### src/hw/rtl/lbbe_pkg.sv
// ----------------------------------------------------------------------------
// lbbe_pkg
// Shared constants, codes and controller/datapath interface types for the
// LRU byte-budget evictor.
// ----------------------------------------------------------------------------
package lbbe_pkg;

    localparam int ENTRIES   = 64;
    localparam int SLOT_W    = $clog2(ENTRIES);
    localparam int SIZE_BITS = 32;
    localparam int TOTAL_W   = 38;
    localparam int COUNT_W   = $clog2(ENTRIES + 1);
    localparam int CFG_IDX_W = 1;

    localparam logic OP_REGISTER = 1'b0;
    localparam logic OP_TOUCH    = 1'b1;

    localparam logic KIND_ACK   = 1'b0;
    localparam logic KIND_EVICT = 1'b1;

    localparam logic [1:0] ST_OK      = 2'd0;
    localparam logic [1:0] ST_REFUSED = 2'd1;
    localparam logic [1:0] ST_IGNORED = 2'd2;

    localparam logic [CFG_IDX_W-1:0] CFG_SOFT = 1'b0;
    localparam logic [CFG_IDX_W-1:0] CFG_HARD = 1'b1;

    typedef struct packed {
        logic       load;
        logic       rd_oldest;
        logic       cut;
        logic       push_a;
        logic       push_b;
        logic       reg_new;
        logic       evict;
        logic       ack;
        logic [1:0] ack_status;
    } cmd_t;

    typedef struct packed {
        logic op;
        logic live;
        logic over_hard;
        logic ev_go;
        logic out_free;
    } stat_t;

endpackage

### src/hw/rtl/lbbe_ram.sv
// ----------------------------------------------------------------------------
// lbbe_ram
// Generic single-write, single-read RAM with registered read data.
// ----------------------------------------------------------------------------
module lbbe_ram #(
    parameter int WIDTH = 8,
    parameter int DEPTH = 64
) (
    input  logic                     aclk,
    input  logic                     we,
    input  logic [$clog2(DEPTH)-1:0] waddr,
    input  logic [WIDTH-1:0]         wdata,
    input  logic [$clog2(DEPTH)-1:0] raddr,
    output logic [WIDTH-1:0]         rdata
);

    logic [WIDTH-1:0] mem [DEPTH];
    logic [WIDTH-1:0] rdata_reg;

    always_ff @(posedge aclk) begin
        if (we) begin
            mem[waddr] <= wdata;
        end
        rdata_reg <= mem[raddr];
    end

    assign rdata = rdata_reg;

endmodule

### src/hw/rtl/lbbe_ctrl.sv
// ----------------------------------------------------------------------------
// lbbe_ctrl
// Sequencer: steps each item through list cut, push, eviction walk and
// acknowledgement.
// ----------------------------------------------------------------------------
module lbbe_ctrl (
    input  logic            aclk,
    input  logic            aresetn,
    input  logic            s_tvalid,
    output logic            s_tready,
    input  lbbe_pkg::stat_t stat,
    output lbbe_pkg::cmd_t  cmd
);

    typedef enum logic [8:0] {
        S_IDLE   = 9'b000000001,
        S_DECIDE = 9'b000000010,
        S_CUT    = 9'b000000100,
        S_PUSH_A = 9'b000001000,
        S_PUSH_B = 9'b000010000,
        S_CHK_HD = 9'b000100000,
        S_EV_CHK = 9'b001000000,
        S_EV_WR  = 9'b010000000,
        S_ACK    = 9'b100000000
    } state_t;

    state_t     state_reg, state_next;
    logic [1:0] ack_st_reg, ack_st_next;

    always_ff @(posedge aclk) begin
        if (!aresetn) begin
            state_reg  <= S_IDLE;
            ack_st_reg <= lbbe_pkg::ST_OK;
        end else begin
            state_reg  <= state_next;
            ack_st_reg <= ack_st_next;
        end
    end

    always_comb begin
        state_next     = state_reg;
        ack_st_next    = ack_st_reg;
        cmd            = '0;
        cmd.ack_status = ack_st_reg;
        s_tready       = 1'b0;
        case (state_reg)
            S_IDLE: begin
                // hold off the input while reset is applied
                s_tready = aresetn;
                if (s_tvalid && aresetn) begin
                    cmd.load    = 1'b1;
                    ack_st_next = lbbe_pkg::ST_OK;
                    state_next  = S_DECIDE;
                end
            end
            S_DECIDE: begin
                if (stat.op == lbbe_pkg::OP_TOUCH) begin
                    if (stat.live) begin
                        state_next = S_CUT;
                    end else begin
                        ack_st_next = lbbe_pkg::ST_IGNORED;
                        state_next  = S_ACK;
                    end
                end else if (stat.live) begin
                    ack_st_next = lbbe_pkg::ST_REFUSED;
                    state_next  = S_ACK;
                end else begin
                    cmd.reg_new = 1'b1;
                    state_next  = S_PUSH_A;
                end
            end
            S_CUT: begin
                cmd.cut    = 1'b1;
                state_next = S_PUSH_A;
            end
            S_PUSH_A: begin
                cmd.push_a = 1'b1;
                state_next = S_PUSH_B;
            end
            S_PUSH_B: begin
                cmd.push_b = 1'b1;
                state_next = (stat.op == lbbe_pkg::OP_TOUCH) ? S_ACK : S_CHK_HD;
            end
            S_CHK_HD: begin
                state_next = stat.over_hard ? S_EV_CHK : S_ACK;
            end
            S_EV_CHK: begin
                cmd.rd_oldest = 1'b1;
                state_next    = stat.ev_go ? S_EV_WR : S_ACK;
            end
            S_EV_WR: begin
                cmd.rd_oldest = 1'b1;
                if (stat.out_free) begin
                    cmd.cut    = 1'b1;
                    cmd.evict  = 1'b1;
                    state_next = S_EV_CHK;
                end
            end
            S_ACK: begin
                if (stat.out_free) begin
                    cmd.ack    = 1'b1;
                    state_next = S_IDLE;
                end
            end
            default: begin
                state_next = S_IDLE;
            end
        endcase
    end

endmodule

### src/hw/rtl/lbbe_dp.sv
// ----------------------------------------------------------------------------
// lbbe_dp
// Datapath: link and size memories, live bits, list ends, byte total,
// limit registers and the result register.
// ----------------------------------------------------------------------------
module lbbe_dp (
    input  logic                               aclk,
    input  logic                               aresetn,
    input  lbbe_pkg::cmd_t                     cmd,
    output lbbe_pkg::stat_t                    stat,
    input  logic                               in_op,
    input  logic [lbbe_pkg::SLOT_W-1:0]        in_slot,
    input  logic [lbbe_pkg::SIZE_BITS-1:0]     in_size,
    input  logic                               cfg_wr_en,
    input  logic [lbbe_pkg::CFG_IDX_W-1:0]     cfg_addr,
    input  logic [lbbe_pkg::TOTAL_W-1:0]       cfg_wdata,
    output logic                               out_valid,
    input  logic                               out_ready,
    output logic                               out_kind,
    output logic [lbbe_pkg::SLOT_W-1:0]        out_slot,
    output logic [lbbe_pkg::TOTAL_W-1:0]       out_total,
    output logic [1:0]                         out_status,
    output logic                               out_last
);

    localparam int SW = lbbe_pkg::SLOT_W;
    localparam int TW = lbbe_pkg::TOTAL_W;
    localparam int CW = lbbe_pkg::COUNT_W;
    localparam int ZW = lbbe_pkg::SIZE_BITS;

    logic                   op_reg;
    logic [SW-1:0]          slot_reg;
    logic [ZW-1:0]          size_reg;
    logic [lbbe_pkg::ENTRIES-1:0] live_reg;
    logic [SW-1:0]          newest_reg, newest_next;
    logic [SW-1:0]          oldest_reg, oldest_next;
    logic [CW-1:0]          count_reg, count_next;
    logic [TW-1:0]          total_reg, total_next;
    logic [TW-1:0]          soft_reg, hard_reg, soft_eff_reg;

    logic                   oval_reg;
    logic                   okind_reg;
    logic [SW-1:0]          oslot_reg;
    logic [TW-1:0]          ototal_reg;
    logic [1:0]             ostat_reg;
    logic                   olast_reg;

    logic [SW-1:0]          raddr, cut_slot;
    logic [SW-1:0]          older_rd, newer_rd;
    logic [ZW-1:0]          bytes_rd;
    logic                   older_we, newer_we;
    logic [SW-1:0]          older_wa, older_wd, newer_wa, newer_wd;
    logic [CW-1:0]          count_dec;

    assign cut_slot = cmd.rd_oldest ? oldest_reg : slot_reg;
    assign raddr    = cut_slot;

    lbbe_ram #(.WIDTH(SW), .DEPTH(lbbe_pkg::ENTRIES)) u_older (
        .aclk(aclk), .we(older_we), .waddr(older_wa), .wdata(older_wd),
        .raddr(raddr), .rdata(older_rd)
    );

    lbbe_ram #(.WIDTH(SW), .DEPTH(lbbe_pkg::ENTRIES)) u_newer (
        .aclk(aclk), .we(newer_we), .waddr(newer_wa), .wdata(newer_wd),
        .raddr(raddr), .rdata(newer_rd)
    );

    lbbe_ram #(.WIDTH(ZW), .DEPTH(lbbe_pkg::ENTRIES)) u_bytes (
        .aclk(aclk), .we(cmd.reg_new), .waddr(slot_reg), .wdata(size_reg),
        .raddr(raddr), .rdata(bytes_rd)
    );

    assign count_dec = (count_reg != '0) ? count_reg - CW'(1) : count_reg;

    // link writes, list-end, count and byte-total updates for cut, push, register and evict
    always_comb begin
        older_we    = 1'b0;
        older_wa    = cut_slot;
        older_wd    = cut_slot;
        newer_we    = 1'b0;
        newer_wa    = cut_slot;
        newer_wd    = cut_slot;
        newest_next = newest_reg;
        oldest_next = oldest_reg;
        count_next  = count_reg;
        total_next  = total_reg;
        if (cmd.cut) begin
            if (cut_slot != newest_reg) begin
                older_we = 1'b1;
                older_wa = newer_rd;
                older_wd = older_rd;
            end else begin
                newest_next = older_rd;
            end
            if (cut_slot != oldest_reg) begin
                newer_we = 1'b1;
                newer_wa = older_rd;
                newer_wd = newer_rd;
            end else begin
                oldest_next = newer_rd;
            end
            count_next = count_dec;
            if (count_dec == '0) begin
                newest_next = '0;
                oldest_next = '0;
            end
        end
        if (cmd.push_a) begin
            older_we = 1'b1;
            older_wa = slot_reg;
            older_wd = (count_reg == '0) ? slot_reg : newest_reg;
            newer_we = 1'b1;
            newer_wa = slot_reg;
            newer_wd = slot_reg;
        end
        if (cmd.push_b) begin
            if (count_reg == '0) begin
                oldest_next = slot_reg;
            end else begin
                newer_we = 1'b1;
                newer_wa = newest_reg;
                newer_wd = slot_reg;
            end
            newest_next = slot_reg;
            count_next  = count_reg + CW'(1);
        end
        if (cmd.reg_new) begin
            total_next = total_reg + TW'(size_reg);
        end
        if (cmd.evict) begin
            total_next = total_reg - TW'(bytes_rd);
        end
    end

    always_ff @(posedge aclk) begin
        if (!aresetn) begin
            live_reg   <= '0;
            newest_reg <= '0;
            oldest_reg <= '0;
            count_reg  <= '0;
            total_reg  <= '0;
            soft_reg   <= '1;
            hard_reg   <= '1;
            oval_reg   <= 1'b0;
        end else begin
            newest_reg <= newest_next;
            oldest_reg <= oldest_next;
            count_reg  <= count_next;
            total_reg  <= total_next;
            if (cmd.reg_new) begin
                live_reg[slot_reg] <= 1'b1;
            end
            if (cmd.evict) begin
                live_reg[oldest_reg] <= 1'b0;
            end
            if (cfg_wr_en && cfg_addr == lbbe_pkg::CFG_SOFT) begin
                soft_reg <= cfg_wdata;
            end
            if (cfg_wr_en && cfg_addr == lbbe_pkg::CFG_HARD) begin
                hard_reg <= cfg_wdata;
            end
            if (cmd.ack || cmd.evict) begin
                oval_reg <= 1'b1;
            end else if (out_ready) begin
                oval_reg <= 1'b0;
            end
        end
    end

    // payload registers
    always_ff @(posedge aclk) begin
        soft_eff_reg <= (soft_reg < hard_reg) ? soft_reg : hard_reg;
        if (cmd.load) begin
            op_reg   <= in_op;
            slot_reg <= in_slot;
            size_reg <= in_size;
        end
        if (cmd.evict) begin
            okind_reg  <= lbbe_pkg::KIND_EVICT;
            oslot_reg  <= oldest_reg;
            ototal_reg <= total_next;
            ostat_reg  <= lbbe_pkg::ST_OK;
            olast_reg  <= 1'b0;
        end else if (cmd.ack) begin
            okind_reg  <= lbbe_pkg::KIND_ACK;
            oslot_reg  <= slot_reg;
            ototal_reg <= total_reg;
            ostat_reg  <= cmd.ack_status;
            olast_reg  <= 1'b1;
        end
    end

    assign stat.op        = op_reg;
    assign stat.live      = live_reg[slot_reg];
    assign stat.over_hard = total_reg > hard_reg;
    assign stat.ev_go     = (total_reg > soft_eff_reg) && (count_reg > CW'(1))
                            && (oldest_reg != slot_reg);
    assign stat.out_free  = !oval_reg || out_ready;

    assign out_valid  = oval_reg;
    assign out_kind   = okind_reg;
    assign out_slot   = oslot_reg;
    assign out_total  = ototal_reg;
    assign out_status = ostat_reg;
    assign out_last   = olast_reg;

endmodule

### src/hw/rtl/lru_byte_budget_evictor.sv
// ----------------------------------------------------------------------------
// lru_byte_budget_evictor
// LRU recency list with a byte budget; evicts oldest slots past the limit.
//
//   channel  dir  ports                     contents
//   s_       in   tvalid/tready/tdata/tuser item: opcode, slot, size_bytes
//   m_       out  tvalid/tready/tdata/tuser result: kind, slot, total, status
//   cfg_     in   wr_en/addr/wdata          soft floor (0), hard ceiling (1)
//
// A refused or ignored item goes straight to the acknowledge; a touch cuts and
// pushes its slot; a register pushes it and, once the total passes the hard
// ceiling, walks evictions; the registered link-memory reads set each step.
// One item is in work at a time; s_tready rises again after the acknowledge.
// Reset is synchronous, active low, and empties the list at once.
// A stalled m_ side holds the sequencer at the next beat it has to issue.
// ----------------------------------------------------------------------------
module lru_byte_budget_evictor (
    input  logic        aclk,
    input  logic        aresetn,
    input  logic        s_tvalid,
    output logic        s_tready,
    input  logic [39:0] s_tdata,   // [5:0] slot, [37:6] size_bytes, zero fill
    input  logic [0:0]  s_tuser,   // [0] opcode
    output logic        m_tvalid,
    input  logic        m_tready,
    output logic [47:0] m_tdata,   // [5:0] result_slot, [43:6] total_bytes_now
    output logic [2:0]  m_tuser,   // [0] kind, [2:1] status
    output logic        m_tlast,
    input  logic        cfg_wr_en,
    input  logic [lbbe_pkg::CFG_IDX_W-1:0] cfg_addr,
    input  logic [lbbe_pkg::TOTAL_W-1:0]   cfg_wdata
);

    lbbe_pkg::cmd_t  cmd;
    lbbe_pkg::stat_t stat;
    logic                          o_kind;
    logic [lbbe_pkg::SLOT_W-1:0]   o_slot;
    logic [lbbe_pkg::TOTAL_W-1:0]  o_total;
    logic [1:0]                    o_status;

    lbbe_ctrl u_ctrl (
        .aclk(aclk), .aresetn(aresetn), .s_tvalid(s_tvalid),
        .s_tready(s_tready), .stat(stat), .cmd(cmd)
    );

    lbbe_dp u_dp (
        .aclk(aclk), .aresetn(aresetn), .cmd(cmd), .stat(stat),
        .in_op(s_tuser[0]), .in_slot(s_tdata[5:0]), .in_size(s_tdata[37:6]),
        .cfg_wr_en(cfg_wr_en), .cfg_addr(cfg_addr), .cfg_wdata(cfg_wdata),
        .out_valid(m_tvalid), .out_ready(m_tready), .out_kind(o_kind),
        .out_slot(o_slot), .out_total(o_total), .out_status(o_status),
        .out_last(m_tlast)
    );

    assign m_tdata = {4'b0000, o_total, o_slot};
    assign m_tuser = {o_status, o_kind};

endmodule

### config.mk
export PLATFORM = sky130hd
export DESIGN_NAME = lru_byte_budget_evictor
export DESIGN_NICKNAME = d
export VERILOG_FILES = /design/src/hw/rtl/lbbe_pkg.sv /design/src/hw/rtl/lbbe_ram.sv /design/src/hw/rtl/lbbe_ctrl.sv /design/src/hw/rtl/lbbe_dp.sv /design/src/hw/rtl/lru_byte_budget_evictor.sv
export SDC_FILE = /design/constraint.sdc
export NUM_CORES = 2
export LEC_CHECK = 0
export BUFFER_PORTS_ARGS = -buffer_cell sky130_fd_sc_hd__clkbuf_2
export CORE_UTILIZATION = 40
export DETAILED_ROUTE_END_ITERATION = 12
export GPL_ROUTABILITY_DRIVEN = 0
export HOLD_SLACK_MARGIN = 0.15
export PLACE_DENSITY = 0.61
export SLEW_MARGIN = 0
export SYNTH_ARGS = -nofsm -noshare
export SYNTH_HDL_FRONTEND = slang
export SYNTH_HIERARCHICAL = 1
export SYNTH_SLANG_ARGS = --single-unit
### constraint.sdc
create_clock -name aclk -period 5.6 [get_ports aclk]
set_input_delay 1.12 -clock aclk [delete_from_list [all_inputs] [get_ports aclk]]
set_output_delay 1.12 -clock aclk [all_outputs]
set_load 0.01 [all_outputs]
==> impl_metrics.csv <==
group,metric,value,unit
outcome,status,"finished clean",
finish,top_register,"u_dp/u_bytes/mem",
power_and_ir_drop,peakVddDrop,311,µV
power_and_ir_drop,p_clk_frac,0.430,
yosys,ys_async_sr_fraction,0,
clock_tree,postCtsSetupRepairBufs,0,
timing,fin_hold_ws,0.376,ns
clock_tree,htree_levels,5,
timing,finalSetupViolCount,0,
worst_setup_path,critPathLaunch,"u_ctrl/state_reg[1]",
clock_tree,ctsHoldBuffers,0,
power_and_ir_drop,p_int,39.6,mW
worst_setup_path,cp_cell_sequence,"nor4_4 > nand2_1 > nor3_2 > buf_4 > mux2_8 > xor2_1 > nor4_1 > nand3_1 > and2_1 > buf_4 > mux2i_1 > o21ai_0 > buf_4 > nor2b_1 > nand2_1 > nor2_1",
clock_tree,clockBufferDepth,4,
grt,grt-ovfl-total,0,
finish,regArea,93000,µm²
finish,final_common_cell,"edfxtp_1",
power_and_ir_drop,p_leak,48.8,nW
floorplanning,core,322000,µm²
timing,max_freq,0.185,GHz
timing,slew_viol_final,0,
timing,worstMarginPinSlew,1.19,ns
power_and_ir_drop,switching_power,11.2,mW
floorplanning,io_pins,139,
worst_setup_path,path_max_fanout,14,
power_and_ir_drop,p_comb_frac,0.054,
finish,most-common-layout-cells,"edfxtp_1 (2899), mux4_2 (722), nor2_1 (369)",
clock_tree,cts_root_buf,"clkbuf_16",
timing,finClkSkew,0.0862,ns
worst_setup_path,required,6.08,ns
detailed_routing,wl_per_cell,28.1,µm
finish,syn2layout_area_growth,14.3,%
clock_tree,clkTransAtPathRegs,0.06,ns
floorplanning,die_x,572,µm
finish,largest_registers,"u_dp/u_bytes/mem (2048), u_dp/u_newer/mem (384), u_dp/u_older/mem (384)",
worst_setup_path,path_delay_family,"simple AND/OR/NAND/NOR gates",
detailed_routing,drcViolationCount,0,
timing,tns,0,ns
timing,period_needed,5.42,ns
worst_setup_path,crit_slowest_cell,"nor2_1",
grt,track_usage,0.206,
detailed_routing,postRouteAntennaNets,0,
yosys,synthFlopType,"edfxtp_1",
detailed_routing,num_vias,70400,
worst_setup_path,start_kind,"register",
worst_setup_path,cp_slowest_stage_delay,0.58,ns
floorplanning,die_height,572,µm
placement,dp_hpwl,201,mm
worst_setup_path,critPathMostFrequentCell,"buf_4",
worst_setup_path,crit_path_end_kind,"register",
placement,io_buffers,132,
clock_tree,cts_sinks,3194,
worst_hold_path,min-delay-start,"s_tdata[12]",
timing,period_share,0.967,
clock_tree,clk_latency,0.93,ns
power_and_ir_drop,p_per_area,343,nW/µm²
detailed_routing,first_pass_iters,6,
worst_setup_path,path_class,"reg2reg",
run,max_cap_violations,0,
yosys,ys_warn_count,6,
floorplanning,die_area,327000,µm²
yosys,syn_inst,7202,
power_and_ir_drop,totalPowerFinal,50.9,mW
finish,nFillCells,27100,
worst_hold_path,hold_class,"in2reg",
yosys,seq_area_frac_synth,0.716,
worst_setup_path,cp_data_arrival_time,5.89,ns
power_and_ir_drop,p_sw_frac,0.221,
worst_setup_path,crit_buf_inv,3,
timing,slew_headroom,0.201,
grt,grt_pass1_vias,70500,
yosys,ys_types,98,
clock_tree,tritoncts,"done",
yosys,synth_edf_count,2899,
floorplanning,fp-row-count,208,
yosys,synth.avg_cell_area,18.0,µm²
worst_setup_path,r2r-start,"u_ctrl/state_reg[1]",
timing,hold_viol,0,
finish,final_layout_size_suffix_gt1_frac,0.236,
grt,grt_pass1_wl,493,mm
detailed_routing,via_per_inst,5.79,
clock_tree,cts_buffers,338,
yosys,synth_area,130000,µm²
grt,grt_antenna_before_repair,21,
floorplanning,initial_core_util,0.403,
grt,grt_start_max_net_pins,116,
yosys,ys_ff_latch,3194,
finish,largest_reg_flops,2048,
finish,multiInputGateArea,35000,µm²
timing,rsz0062_at_grt,"yes",
finish,nets,7831,
power_and_ir_drop,seq_power_share,0.517,
detailed_routing,drt_iter0_markers,7849,
detailed_routing,wl,341,mm
Yosys cell counts (11+ instances only):
cell type | n | share of area
clkbuf_1 | 205 | 0.0059
o21ai_0 | 193 | 0.0074
edfxtp_1 | 2899 | 0.67
dfxtp_1 | 295 | 0.045
nor3_1 | 49 | 0.0019
a221oi_1 | 21 | 0.0014
buf_6 | 22 | 0.0019
and2_1 | 13 | 0.00063
xor2_1 | 33 | 0.0022
ha_1 | 182 | 0.018
inv_1 | 143 | 0.0041
o221ai_1 | 51 | 0.0034
a211oi_1 | 46 | 0.0027
nor2b_1 | 60 | 0.0029
o21a_1 | 18 | 0.0010
nand2b_1 | 52 | 0.0025
buf_2 | 97 | 0.0037
a31oi_1 | 15 | 0.00072
a22oi_1 | 26 | 0.0015
a311oi_1 | 11 | 0.00074
and3_1 | 19 | 0.00092
o31ai_1 | 15 | 0.00087
o21ai_1 | 16 | 0.00062
nand4_1 | 49 | 0.0024
buf_1 | 43 | 0.0012
o211ai_1 | 47 | 0.0027
nand2_1 | 307 | 0.0089
o22a_1 | 12 | 0.00081
nor4_1 | 13 | 0.00063
a21oi_1 | 271 | 0.010
buf_4 | 37 | 0.0021
nor2_1 | 442 | 0.013
or3_1 | 18 | 0.00087
mux2i_1 | 165 | 0.013
xnor2_1 | 42 | 0.0028
nand3b_1 | 18 | 0.0010
nand3_1 | 100 | 0.0039
o22ai_1 | 110 | 0.0053
mux4_2 | 722 | 0.13
mux4_1 | 12 | 0.0024
or2_2 | 14 | 0.00067
a21o_1 | 68 | 0.0039
mux2_2 | 84 | 0.0073
area by class of cell:
type	count	share of cell area
Tap cell	4305	0.0363
Multi-Input combinational cell	3455	0.236
Clock inverter	176	0.0121
Sequential cell	3194	0.626
Clock buffer	439	0.0604
Antenna cell	9	0.000152
Inverter	145	0.00367
Timing Repair Buffer	428	0.0251
routing by layer:
layer / vias up / GRT usage / share of wire
li1: 29800 / - / -
met3: 489 / 0.0374 / 0.082
met2: 2992 / 0.332 / 0.47
met1: 37100 / 0.288 / 0.42
met4: 4 / 0.0575 / 0.027
met5: - / 0 / 0.000062
kinds of logic (layout without fill, tap and decap cells):
logic type	Yosys count	in the layout	share of synthesized area
AND/OR/NAND/NOR	1211	1211	0.0440
other	1	13	0.0000289
adder cells (fa/ha/maj)	184	184	0.0178
multiplexers	983	983	0.148
flip-flops	3194	3194	0.716
XOR/XNOR	75	75	0.00506
AO/OA/AOI/OAI	998	998	0.0494
buffers and inverters	556	1188	0.0200
worst register-to-register path, stage by stage, from the launching register on:
cell and delay, ns:
dfxtp_1 0.45, nor4_4 0.37, nand2_1 0.23, nor3_2 0.20
buf_4 0.24, mux2_8 0.46, xor2_1 0.16, nor4_1 0.42
nand3_1 0.15, and2_1 0.26, buf_4 0.22, mux2i_1 0.17
o21ai_0 0.16, buf_4 0.21, nor2b_1 0.25, nand2_1 0.45
nor2_1 0.58
stage by stage:
step | area (µm²) | cells | util | setup WS, ns
6_report | 148000 | 12200 | 0.461 | 0.184
5_1_grt | 148000 | 12100 | 0.461 | -0.0388
4_1_cts | 148000 | 12100 | 0.461 | 0.154
3_5_place_dp | 138000 | 11500 | 0.428 | 0.259
3_3_place_gp | 138000 | 11500 | 0.428 | 0.224
2_1_floorplan | 130000 | 7205 | - | 0.0921
power groups by stage:
stage	registers (mW)	logic [mW]	clock network (mW)
6_report	26.3	2.74	21.8
5_1_grt	26.3	2.92	23.1
4_1_cts	26.3	2.74	22.2
3_5_place_dp	26.8	2.73	0
3_3_place_gp	26.8	2.68	0
2_1_floorplan	26.8	1.66	0
final timing paths:
kind / to / slack (ns) / cells after the start
min: u_dp/size_reg[6] / 0.38 / 1
max reg2reg: u_dp/u_older/mem[44][0] / 0.18 / 16
max: u_dp/u_older/mem[44][0] / 0.18 / 16
min reg2reg: u_dp/out_kind / 0.46 / 2
repair_timing:
item | in CTS | in global routing
hold endpoints to repair | 0 | 0
endpoints found under the setup margin | 0 | 71
gates resized for setup | 0 | 9
Note: power is estimated with default switching activity, not from simulation.
